## src/hw/rtl/stps_pkg.sv

```systemverilog
package stps_pkg;

  localparam int ADDR_W = 5;
  localparam int DATA_W = 32;

  localparam logic [2:0] REG_CODE_LOW  = 3'd0;
  localparam logic [2:0] REG_CODE_HIGH = 3'd1;
  localparam logic [2:0] REG_CHUNK     = 3'd2;
  localparam logic [2:0] REG_OFFSET    = 3'd3;
  localparam logic [2:0] REG_SAMPLES   = 3'd4;
  localparam logic [2:0] REG_TESTS     = 3'd5;

  localparam logic [1:0] KIND_MOVE   = 2'd0;
  localparam logic [1:0] KIND_HEADER = 2'd1;
  localparam logic [1:0] KIND_STEP   = 2'd2;
  localparam logic [1:0] KIND_CODE   = 2'd3;

  localparam logic [7:0] SETTLE_SEEK  = 8'd25;
  localparam logic [7:0] SETTLE_LONG  = 8'd250;
  localparam logic [7:0] SETTLE_CREEP = 8'd100;
  localparam logic [7:0] SETTLE_FINAL = 8'd10;

  localparam logic [14:0] CNT_MAX = 15'h7fff;

  typedef enum logic [2:0] {
    EM_SEEK,
    EM_BACKOFF,
    EM_SAMPLE_BACK,
    EM_FINAL_BACK,
    EM_CREEP,
    EM_HOME,
    EM_POS,
    EM_CODE_REC
  } emit_sel_t;

  typedef struct packed {
    logic      latch_in;
    logic      emit;
    emit_sel_t sel;
    logic      header;
    logic      last;
    logic      inc_home;
    logic      add_backoff;
    logic      inc_creep;
    logic      clr_steps;
    logic      store;
    logic      inc_sample;
    logic      clr_sample;
    logic      clr_home;
    logic      clr_all;
    logic      inc_test;
    logic      idx_clr;
    logic      idx_inc;
  } dp_cmd_t;

  typedef struct packed {
    logic contact;
    logic button;
    logic final_sample;
    logic idx_last;
    logic test_done;
    logic out_free;
  } dp_stat_t;

endpackage

```

## src/hw/rtl/stepper_touch_probe_sequencer_top.sv

```systemverilog
// Stepper touch-probe sequencer.
// Input stream (s_*): one word per motor tick, carrying the start button level
// and the probe ADC code. Output stream (m_*): motor moves, then per test a
// header, step records and code records; m_tuser holds the kind, m_tlast marks
// the final result of a tick. APB port holds the six setup registers at 4*i.
// One word is handled at a time. A tick that gives no result or one result
// returns to taking input from S_EXEC; the final forward tick also passes
// through S_HOME for the home move. A dump tick emits a header and then N step
// and N code records (N = samples_per_test+1, capped at MAX_SLOTS); each record
// needs a read of the slot RAM and a load of the output register.
// The output register lets the next word be accepted while a result still
// waits; if m_tready stays low the sequencer holds at its next result and
// s_tready stays low. Reset clears the sequence to idle, the counters and the
// output valid, and loads the register defaults; slot RAM contents are not
// cleared and are valid only once written by a test.
module stepper_touch_probe_sequencer_top import stps_pkg::*; #(
  parameter int MAX_SLOTS = 16
) (
  input  logic              clk,
  input  logic              rst,
  input  logic              psel,
  input  logic              penable,
  input  logic              pwrite,
  input  logic [ADDR_W-1:0] paddr,
  input  logic [DATA_W-1:0] pwdata,
  output logic [DATA_W-1:0] prdata,
  output logic              pready,
  input  logic              s_tvalid,
  output logic              s_tready,
  input  logic [15:0]       s_tdata,  // button_level, probe_code[9:0], zero fill
  output logic              m_tvalid,
  input  logic              m_tready,
  // move_steps[15:0], fast_speed, settle_ms[7:0], record_index[3:0],
  // record_value[15:0], zero fill
  output logic [47:0]       m_tdata,
  output logic [1:0]        m_tuser,  // item_kind
  output logic              m_tlast
);

  dp_cmd_t  cmd;
  dp_stat_t stat;

  assign pready = 1'b1;

  stps_ctrl u_ctrl (
    .clk      (clk),
    .rst      (rst),
    .s_tvalid (s_tvalid),
    .s_tready (s_tready),
    .stat     (stat),
    .cmd      (cmd)
  );

  stps_dp #(
    .MAX_SLOTS (MAX_SLOTS)
  ) u_dp (
    .clk      (clk),
    .rst      (rst),
    .psel     (psel),
    .penable  (penable),
    .pwrite   (pwrite),
    .paddr    (paddr),
    .pwdata   (pwdata),
    .prdata   (prdata),
    .s_tdata  (s_tdata),
    .m_tready (m_tready),
    .m_tvalid (m_tvalid),
    .m_tdata  (m_tdata),
    .m_tuser  (m_tuser),
    .m_tlast  (m_tlast),
    .cmd      (cmd),
    .stat     (stat)
  );

endmodule

```

## src/hw/rtl/stps_ram.sv

```systemverilog
module stps_ram #(
  parameter int WIDTH = 26,
  parameter int DEPTH = 16
) (
  input  logic                     clk,
  input  logic                     we,
  input  logic [$clog2(DEPTH)-1:0] waddr,
  input  logic [WIDTH-1:0]         wdata,
  input  logic [$clog2(DEPTH)-1:0] raddr,
  output logic [WIDTH-1:0]         rdata
);

  logic [WIDTH-1:0] mem [DEPTH];

  always_ff @(posedge clk) begin
    if (we) begin
      mem[waddr] <= wdata;
    end
    rdata <= mem[raddr];
  end

endmodule

```

## src/hw/rtl/stps_dp.sv

```systemverilog
module stps_dp import stps_pkg::*; #(
  parameter int MAX_SLOTS = 16
) (
  input  logic              clk,
  input  logic              rst,
  input  logic              psel,
  input  logic              penable,
  input  logic              pwrite,
  input  logic [ADDR_W-1:0] paddr,
  input  logic [DATA_W-1:0] pwdata,
  output logic [DATA_W-1:0] prdata,
  input  logic [15:0]       s_tdata,
  input  logic              m_tready,
  output logic              m_tvalid,
  output logic [47:0]       m_tdata,
  output logic [1:0]        m_tuser,
  output logic              m_tlast,
  input  dp_cmd_t           cmd,
  output dp_stat_t          stat
);

  localparam int SW    = $clog2(MAX_SLOTS);
  localparam int CMP_W = (SW + 1 > 5) ? SW + 1 : 5;
  localparam int RAM_W = 26;

  logic [9:0]  code_low, code_high, chunk;
  logic [15:0] offset;
  logic [3:0]  samples, tests_limit;

  logic        button_q;
  logic [9:0]  code_q;

  logic [3:0]  sample_count, test_count, dump_idx, dump_last;
  logic [14:0] home_steps, backoff_steps, creep_steps;

  logic        cfg_wr;
  logic [15:0] backoff_sum;
  logic [14:0] home_inc, creep_inc, backoff_add;
  logic signed [15:0] back;
  logic [17:0] pos_sum;
  logic [15:0] pos_sat;
  logic [SW-1:0] wslot;
  logic [RAM_W-1:0] rdata;

  logic [1:0]  o_kind;
  logic [15:0] o_steps, o_value;
  logic        o_fast, o_last;
  logic [7:0]  o_settle;
  logic [3:0]  o_idx;

  assign cfg_wr = psel & penable & pwrite;

  always_ff @(posedge clk) begin
    if (rst) begin
      code_low    <= 10'd20;
      code_high   <= 10'd20;
      chunk       <= 10'd100;
      offset      <= 16'd1250;
      samples     <= 4'd10;
      tests_limit <= 4'd9;
    end else if (cfg_wr) begin
      unique case (paddr[4:2])
        REG_CODE_LOW:  code_low    <= pwdata[9:0];
        REG_CODE_HIGH: code_high   <= pwdata[9:0];
        REG_CHUNK:     chunk       <= pwdata[9:0];
        REG_OFFSET:    offset      <= pwdata[15:0];
        REG_SAMPLES:   samples     <= pwdata[3:0];
        REG_TESTS:     tests_limit <= pwdata[3:0];
        default: ;
      endcase
    end
  end

  always_comb begin
    unique case (paddr[4:2])
      REG_CODE_LOW:  prdata = {22'd0, code_low};
      REG_CODE_HIGH: prdata = {22'd0, code_high};
      REG_CHUNK:     prdata = {22'd0, chunk};
      REG_OFFSET:    prdata = {16'd0, offset};
      REG_SAMPLES:   prdata = {28'd0, samples};
      REG_TESTS:     prdata = {28'd0, tests_limit};
      default:       prdata = '0;
    endcase
  end

  always_ff @(posedge clk) begin
    if (cmd.latch_in) begin
      button_q <= s_tdata[0];
      code_q   <= s_tdata[10:1];
    end
  end

  // saturating step counters
  assign home_inc    = (home_steps == CNT_MAX) ? CNT_MAX : home_steps + 15'd1;
  assign creep_inc   = (creep_steps == CNT_MAX) ? CNT_MAX : creep_steps + 15'd1;
  assign backoff_sum = {1'b0, backoff_steps} + {6'd0, chunk};
  assign backoff_add = backoff_sum[15] ? CNT_MAX : backoff_sum[14:0];

  always_ff @(posedge clk) begin
    if (rst) begin
      sample_count  <= '0;
      test_count    <= '0;
      home_steps    <= '0;
      backoff_steps <= '0;
      creep_steps   <= '0;
      dump_idx      <= '0;
    end else begin
      if (cmd.clr_all || cmd.clr_home) begin
        home_steps <= '0;
      end else if (cmd.inc_home) begin
        home_steps <= home_inc;
      end
      if (cmd.clr_all || cmd.clr_steps) begin
        backoff_steps <= '0;
        creep_steps   <= '0;
      end else begin
        if (cmd.add_backoff) begin
          backoff_steps <= backoff_add;
        end
        if (cmd.inc_creep) begin
          creep_steps <= creep_inc;
        end
      end
      if (cmd.clr_all || cmd.clr_sample) begin
        sample_count <= '0;
      end else if (cmd.inc_sample) begin
        sample_count <= sample_count + 4'd1;
      end
      if (cmd.clr_all) begin
        test_count <= '0;
      end else if (cmd.inc_test) begin
        test_count <= test_count + 4'd1;
      end
      if (cmd.idx_clr) begin
        dump_idx <= '0;
      end else if (cmd.idx_inc) begin
        dump_idx <= dump_idx + 4'd1;
      end
    end
  end

  // recorded position, clamped to 0..65535
  assign back    = $signed({1'b0, backoff_steps}) - $signed({1'b0, creep_steps});
  assign pos_sum = {{2{back[15]}}, back} + {3'd0, home_steps} + {2'd0, offset};
  assign pos_sat = pos_sum[17] ? 16'd0 : (pos_sum[16] ? 16'hffff : pos_sum[15:0]);

  assign wslot = (CMP_W'(sample_count) >= CMP_W'(MAX_SLOTS)) ? SW'(MAX_SLOTS - 1)
                                                             : SW'(sample_count);
  assign dump_last = (CMP_W'(samples) >= CMP_W'(MAX_SLOTS)) ? 4'(MAX_SLOTS - 1) : samples;

  stps_ram #(
    .WIDTH (RAM_W),
    .DEPTH (MAX_SLOTS)
  ) u_store (
    .clk   (clk),
    .we    (cmd.store),
    .waddr (wslot),
    .wdata ({code_q, pos_sat}),
    .raddr (SW'(dump_idx)),
    .rdata (rdata)
  );

  always_ff @(posedge clk) begin
    if (rst) begin
      m_tvalid <= 1'b0;
    end else if (cmd.emit) begin
      m_tvalid <= 1'b1;
    end else if (m_tready) begin
      m_tvalid <= 1'b0;
    end
  end

  always_ff @(posedge clk) begin
    if (cmd.emit) begin
      o_kind   <= KIND_MOVE;
      o_steps  <= '0;
      o_fast   <= 1'b0;
      o_settle <= '0;
      o_idx    <= '0;
      o_value  <= '0;
      o_last   <= cmd.last;
      if (cmd.header) begin
        o_kind  <= KIND_HEADER;
        o_value <= 16'(test_count) + 16'd1;
      end else begin
        unique case (cmd.sel)
          EM_SEEK: begin
            o_steps  <= 16'hffff;
            o_settle <= SETTLE_SEEK;
          end
          EM_BACKOFF: begin
            o_steps  <= 16'd0 - {6'd0, chunk};
            o_settle <= SETTLE_LONG;
          end
          EM_SAMPLE_BACK: begin
            o_steps  <= back;
            o_settle <= SETTLE_LONG;
          end
          EM_FINAL_BACK: begin
            o_steps  <= back;
            o_settle <= SETTLE_FINAL;
          end
          EM_CREEP: begin
            o_steps  <= 16'd1;
            o_fast   <= 1'b1;
            o_settle <= SETTLE_CREEP;
          end
          EM_HOME: begin
            o_steps  <= {1'b0, home_steps};
            o_fast   <= 1'b1;
            o_settle <= SETTLE_LONG;
          end
          EM_POS: begin
            o_kind  <= KIND_STEP;
            o_idx   <= dump_idx;
            o_value <= rdata[15:0];
          end
          EM_CODE_REC: begin
            o_kind  <= KIND_CODE;
            o_idx   <= dump_idx;
            o_value <= {6'd0, rdata[25:16]};
          end
        endcase
      end
    end
  end

  assign m_tdata = {3'd0, o_value, o_idx, o_settle, o_fast, o_steps};
  assign m_tuser = o_kind;
  assign m_tlast = o_last;

  assign stat.contact      = (code_q >= code_low) && (code_q <= code_high);
  assign stat.button       = button_q;
  assign stat.final_sample = sample_count >= samples;
  assign stat.idx_last     = dump_idx == dump_last;
  assign stat.test_done    = test_count >= tests_limit;
  assign stat.out_free     = ~m_tvalid | m_tready;

endmodule

```

## src/hw/rtl/stps_ctrl.sv

```systemverilog
module stps_ctrl import stps_pkg::*; (
  input  logic     clk,
  input  logic     rst,
  input  logic     s_tvalid,
  output logic     s_tready,
  input  dp_stat_t stat,
  output dp_cmd_t  cmd
);

  localparam logic [2:0] S_IN      = 3'd0;
  localparam logic [2:0] S_EXEC    = 3'd1;
  localparam logic [2:0] S_HOME    = 3'd2;
  localparam logic [2:0] S_POS_RD  = 3'd3;
  localparam logic [2:0] S_POS_EM  = 3'd4;
  localparam logic [2:0] S_CODE_RD = 3'd5;
  localparam logic [2:0] S_CODE_EM = 3'd6;

  localparam logic [2:0] MODE_IDLE    = 3'd0;
  localparam logic [2:0] MODE_WAIT    = 3'd1;
  localparam logic [2:0] MODE_SEEK    = 3'd2;
  localparam logic [2:0] MODE_BACKOFF = 3'd3;
  localparam logic [2:0] MODE_FWD     = 3'd4;
  localparam logic [2:0] MODE_DUMP    = 3'd5;

  logic [2:0] state, state_next;
  logic [2:0] mode, mode_next;

  assign s_tready = (state == S_IN);

  always_ff @(posedge clk) begin
    if (rst) begin
      state <= S_IN;
      mode  <= MODE_IDLE;
    end else begin
      state <= state_next;
      mode  <= mode_next;
    end
  end

  always_comb begin
    cmd        = '0;
    cmd.sel    = EM_SEEK;
    state_next = state;
    mode_next  = mode;
    unique case (state)
      S_IN: begin
        if (s_tvalid) begin
          cmd.latch_in = 1'b1;
          state_next   = S_EXEC;
        end
      end
      S_EXEC: begin
        unique case (mode)
          MODE_IDLE: begin
            mode_next  = MODE_WAIT;
            state_next = S_IN;
          end
          MODE_WAIT: begin
            if (!stat.button) begin
              mode_next = MODE_SEEK;
            end
            state_next = S_IN;
          end
          MODE_SEEK: begin
            if (stat.out_free) begin
              cmd.emit     = 1'b1;
              cmd.sel      = EM_SEEK;
              cmd.last     = 1'b1;
              cmd.inc_home = 1'b1;
              if (stat.contact) begin
                mode_next = MODE_BACKOFF;
              end
              state_next = S_IN;
            end
          end
          MODE_BACKOFF: begin
            if (stat.out_free) begin
              cmd.emit        = 1'b1;
              cmd.sel         = EM_BACKOFF;
              cmd.last        = 1'b1;
              cmd.add_backoff = 1'b1;
              if (!stat.contact) begin
                mode_next = MODE_FWD;
              end
              state_next = S_IN;
            end
          end
          MODE_FWD: begin
            if (stat.out_free) begin
              cmd.emit = 1'b1;
              priority if (stat.final_sample) begin
                cmd.sel    = EM_FINAL_BACK;
                cmd.store  = 1'b1;
                state_next = S_HOME;
              end else if (stat.contact) begin
                cmd.sel        = EM_SAMPLE_BACK;
                cmd.last       = 1'b1;
                cmd.store      = 1'b1;
                cmd.inc_sample = 1'b1;
                cmd.clr_steps  = 1'b1;
                mode_next      = MODE_BACKOFF;
                state_next     = S_IN;
              end else begin
                cmd.sel       = EM_CREEP;
                cmd.last      = 1'b1;
                cmd.inc_creep = 1'b1;
                state_next    = S_IN;
              end
            end
          end
          MODE_DUMP: begin
            if (stat.out_free) begin
              cmd.emit    = 1'b1;
              cmd.header  = 1'b1;
              cmd.idx_clr = 1'b1;
              state_next  = S_POS_RD;
            end
          end
          default: begin
            cmd.clr_all = 1'b1;
            mode_next   = MODE_IDLE;
            state_next  = S_IN;
          end
        endcase
      end
      S_HOME: begin
        if (stat.out_free) begin
          cmd.emit       = 1'b1;
          cmd.sel        = EM_HOME;
          cmd.last       = 1'b1;
          cmd.clr_sample = 1'b1;
          cmd.clr_home   = 1'b1;
          cmd.clr_steps  = 1'b1;
          mode_next      = MODE_DUMP;
          state_next     = S_IN;
        end
      end
      S_POS_RD: begin
        state_next = S_POS_EM;
      end
      S_POS_EM: begin
        if (stat.out_free) begin
          cmd.emit = 1'b1;
          cmd.sel  = EM_POS;
          if (stat.idx_last) begin
            cmd.idx_clr = 1'b1;
          end else begin
            cmd.idx_inc = 1'b1;
          end
          state_next = S_CODE_RD;
          if (!stat.idx_last) begin
            state_next = S_POS_RD;
          end
        end
      end
      S_CODE_RD: begin
        state_next = S_CODE_EM;
      end
      S_CODE_EM: begin
        if (stat.out_free) begin
          cmd.emit = 1'b1;
          cmd.sel  = EM_CODE_REC;
          if (stat.idx_last) begin
            cmd.last   = 1'b1;
            state_next = S_IN;
            if (stat.test_done) begin
              cmd.clr_all = 1'b1;
              mode_next   = MODE_IDLE;
            end else begin
              cmd.inc_test = 1'b1;
              mode_next    = MODE_SEEK;
            end
          end else begin
            cmd.idx_inc = 1'b1;
            state_next  = S_CODE_RD;
          end
        end
      end
      default: begin
        state_next = S_IN;
      end
    endcase
  end

  a_emit_needs_room: assert property (@(posedge clk) disable iff (rst)
    cmd.emit |-> stat.out_free)
    else $error("result loaded while output register occupied");

  a_store_with_move: assert property (@(posedge clk) disable iff (rst)
    cmd.store |-> (cmd.emit && (cmd.sel == EM_SAMPLE_BACK || cmd.sel == EM_FINAL_BACK)))
    else $error("sample stored without its move");

  a_last_ends_item: assert property (@(posedge clk) disable iff (rst)
    (cmd.emit && cmd.last) |=> s_tready)
    else $error("final result of a tick did not release the input");

  a_one_in_flight: assert property (@(posedge clk) disable iff (rst)
    cmd.latch_in |=> !s_tready)
    else $error("second word taken before the first was handled");

endmodule

```

## config.mk

```make
export PLATFORM = sky130hd
export DESIGN_NAME = stepper_touch_probe_sequencer_top
export DESIGN_NICKNAME = d
export VERILOG_FILES = /design/src/hw/rtl/stps_pkg.sv /design/src/hw/rtl/stepper_touch_probe_sequencer_top.sv /design/src/hw/rtl/stps_ram.sv /design/src/hw/rtl/stps_dp.sv /design/src/hw/rtl/stps_ctrl.sv
export SDC_FILE = /design/constraint.sdc
export NUM_CORES = 1
export LEC_CHECK = 0
export BUFFER_PORTS_ARGS = -buffer_cell sky130_fd_sc_hd__buf_2
export CAP_MARGIN = 20
export CORE_MARGIN = 2
export CORE_UTILIZATION = 55
export DETAILED_ROUTE_END_ITERATION = 10
export GPL_TIMING_DRIVEN = 0
export PLACE_DENSITY = 0.81
export SLEW_MARGIN = 20
export SYNTH_ARGS = -nofsm -noshare
export SYNTH_HDL_FRONTEND = slang
export SYNTH_SLANG_ARGS = --single-unit
```

## constraint.sdc

```tcl
create_clock -name clk -period 5 [get_ports clk]
set_input_delay 1 -clock clk [delete_from_list [all_inputs] [get_ports clk]]
set_output_delay 1 -clock clk [all_outputs]
set_load 0.1 [all_outputs]
```

==> flow_summary_export.csv <==
group,metric,value,unit
outcome,status,"finished, violations left",
outcome,violations,"setup timing",
clock_tree,clk_latency,0.67,ns
power_and_ir_drop,p_comb_frac,0.069,
power_and_ir_drop,leakage,0.01171,uW
drt,drc,0,
drt,wl_per_cell,28.98,um
drt,dr_total_vias,19626,
cells_and_area,final_cells,2953,
synth,yosys_register_bits,618,
grt,grt_max_degree,26,
grt,grt_pass1_vias,19165,
sta,tightest_slew,1.111,ns
sta,maxSlewHeadroom,0.2592,
synth,synth_largest_area_cell,"edfxtp_1",
placement,gp_congestion,0.9533,
worst_setup_path,critPathBufInv,7,
min_path,hold_start,"u_dp.code_low[7]$_SDFFE_PP0P_",
synth,yosys_warnings,0,
clock_tree,numCtsBuffers,60,
drt,drt-initial-drc-count,2515,
worst_setup_path,critPathCaptureType,"flip-flop",
cells_and_area,multi_input_area,0.01059,mm^2
sta,grt_setup_unrepaired,"true",
synth,synth_area_per_cell,14.21,um^2
sta,finalCritPeriodShare,1.101,
placement,dpl.cell_count,2773,
grt,antenna_found_initial,3,
worst_setup_path,crit_arrival,5.90,ns
cells_and_area,n_fill_cell,3337,
drt,post_drt_via_cell_ratio,6.646,
sta,hold_viol,0,
power_and_ir_drop,pwr-share-clk,0.441,
cells_and_area,area.sequential,0.01713,mm^2
die,die_h,229.0,um
clock_tree,clock_path_buffers,3,
worst_setup_path,cp_max_fo,16,
grt,grt_pass1_wl,125300,um
synth,synth_cell_type_count,85,
clock_tree,path_clk_slew,0.07,ns
worst_setup_path,critPathTopFamily,"compound AO/OA/AOI/OAI gates",
sta,whs,0.4753,ns
synth,synth_enable_flop_cells,474,
cells_and_area,area_delta_synth_final,19.72,%
synth,yosysMostFrequentCell,"edfxtp_1",
placement,dp_hpwl,52520,um
synth,synth_top_flop_cell,"edfxtp_1",
die,initial_utilization,0.5559,
die,core,0.05007,mm^2
power_and_ir_drop,ir_drop,253.4,uV
power_and_ir_drop,switching_power,2732,uW
cells_and_area,drive_gt1_frac,0.2575,
worst_setup_path,required,5.39,ns
worst_setup_path,cp_slowest_stage_delay,0.35,ns
clock_tree,cts_tree,"yes",
worst_setup_path,slowest_stage,"dfxtp_4",
cells_and_area,fin_area,0.03332,mm^2
power_and_ir_drop,p_total,11540,uW
cells_and_area,nNetsFinal,2389,
sta,fmax,181.7,MHz
synth,syn_inst,1958,
clock_tree,h-tree-depth,2,
clock_tree,cts_root_buf,"clkbuf_16",
synth,yosys-top-cells-area,"edfxtp_1 (51%), mux4_2 (11%), dfxtp_1 (10%), ha_1 (4.4%), a21oi_1 (2.8%)",
job,drv_cap,0,
die,dieArea,0.05242,mm^2
power_and_ir_drop,seqPwrFrac,0.490,
power_and_ir_drop,intPower,8805,uW
sta,finalSetupViolations,263,
grt,overflow,0,
synth,synth_common_cells,"edfxtp_1 (474), a21oi_1 (154), nand2_1 (148)",
sta,finalClockSkew,0.04282,ns
synth,syn-cell-area,0.02783,mm^2
synth,ys_seq_area_frac,0.6150,
placement,io_buffers,98,
drt,dr.pass1.iters,6,
die,rows,82,
min_path,hold_path_class,"flip-flop to flip-flop",
worst_setup_path,setup.worst_path.start,"u_dp.creep_steps[1]$_SDFFE_PP0P_",
worst_setup_path,path_class,"flip-flop to flip-flop",
grt,groute.usage.overall,0.3237,
worst_setup_path,rr_startpoint,"u_dp.creep_steps[1]$_SDFFE_PP0P_",
cells_and_area,utilization,0.6655,
sta,fin_crit,5.504,ns
drt,wirelength,85590,um
clock_tree,cts.sinks,618,
synth,synth.top_cell.area_share,0.5114,
sta,worst_slack,-0.5043,ns
die,die_w,229.0,um
die,ioPinCount,146,
worst_setup_path,worst_setup_path_start_kind,"flip-flop",
placement,postPlaceCellArea,0.02979,mm^2
drt,ant_nets,0,
sta,drv_slew,0,
synth,synth-async-reset-ratio,0,
power_and_ir_drop,netSwitchingFraction,0.2368,
power_and_ir_drop,power.density,346.2,mW/mm^2
registers in the layout, indices dropped and copies added, names as in the netlist, 7 cells and up:
signal / count
u_dp.code_low: 10
u_dp.offset: 16
u_dp.u_store.rdata: 26
u_dp.o_steps: 16
u_dp.code_q: 10
u_dp.creep_steps: 15
u_dp.code_high: 10
u_dp.o_settle: 7
u_dp.o_value: 16
u_dp.home_steps: 15
u_dp.chunk: 10
u_dp.backoff_steps: 15
u_dp.u_store.mem: 416
final cells by class:
cell class	instances	area share
inverters	77	0.008674
clock buffers	77	0.04878
well taps	672	0.02523
repair buffers	191	0.05110
flip-flops and latches	618	0.5142
clock inverters	37	0.01742
multi-input cells	1175	0.3179
plain buffers	105	0.01660
diodes	1	0.00007510
cells in the final DEF, fill, tap and decap left out, types with 48 or more instances in the layout:
cell type / instances
edfxtp_1: 474
nand2_1: 147
dfxtp_1: 138
mux4_2: 136
a21oi_1: 132
buf_2: 110
nor2_1: 100
ha_1: 87
buf_4: 80
inv_1: 76
clkbuf_1: 63
clkbuf_16: 60
xnor2_1: 48
metrics by stage:
stage | setup WS, ns | setup TNS (ns)
floorplan | -0.1159 | -20.26
global placement | -2.281 | -757.78
detailed placement | -1.501 | -332.40
CTS | -0.1576 | -30.15
global route | -0.5924 | -139.21
finish | -0.5043 | -111.37
metal layers:
layer / global-route usage / wire length [um] / share of wire
met4: 0.1563 / 4984 / 0.058
met5: 0 / 23 / 0.00027
met2: 0.5390 / 41280 / 0.48
met3: 0.05876 / 9018 / 0.11
met1: 0.4126 / 30290 / 0.35
worst paths after layout:
check	cells after the start	endpoint	slack, ns
worst min register to register	2	u_dp.code_low[7]$_SDFFE_PP0P_	0.48
worst max-delay path	27	u_dp.u_store.mem[8][5]$_DFFE_PP_	-0.50
worst max register to register	27	u_dp.u_store.mem[8][5]$_DFFE_PP_	-0.50
worst min-delay path	2	u_dp.code_low[7]$_SDFFE_PP0P_	0.48
worst min-delay path, cell delays in order, from the launching register on:
cell	delay (ns)
dfxtp_1	0.32
nand2_1	0.06
a21oi_1	0.05
kinds of logic after synthesis:
kind of cell,synth area share
AOI/OAI and AO/OA,0.08335
xor gates and xnor gates,0.02639
adders and majority gates,0.04648
buffers and inverters,0.02953
DFF,0.6150
muxes,0.1194
other,0.0002698
and+or+nand+nor,0.07957
repair_timing:
action                                  in CTS  in global routing
pin swaps                                   31                 32
gates resized for setup                     79                 29
hold buffers                                 0                  0
gates cloned                                 1                  0
endpoints found under the setup margin     256                283
setup buffers                               50                 22
power by group through the flow:
stage / Combinational, uW / Clock (uW) / Sequential (uW)
final: 793 / 5090 / 5660
after CTS: 749 / 5040 / 5660
after global placement: 587 / 0 / 5770
after detailed placement: 613 / 0 / 5770
after floorplan: 379 / 0 / 5820
after global routing: 827 / 5290 / 5660
No activity file was read; power rests on OpenSTA's default activity.
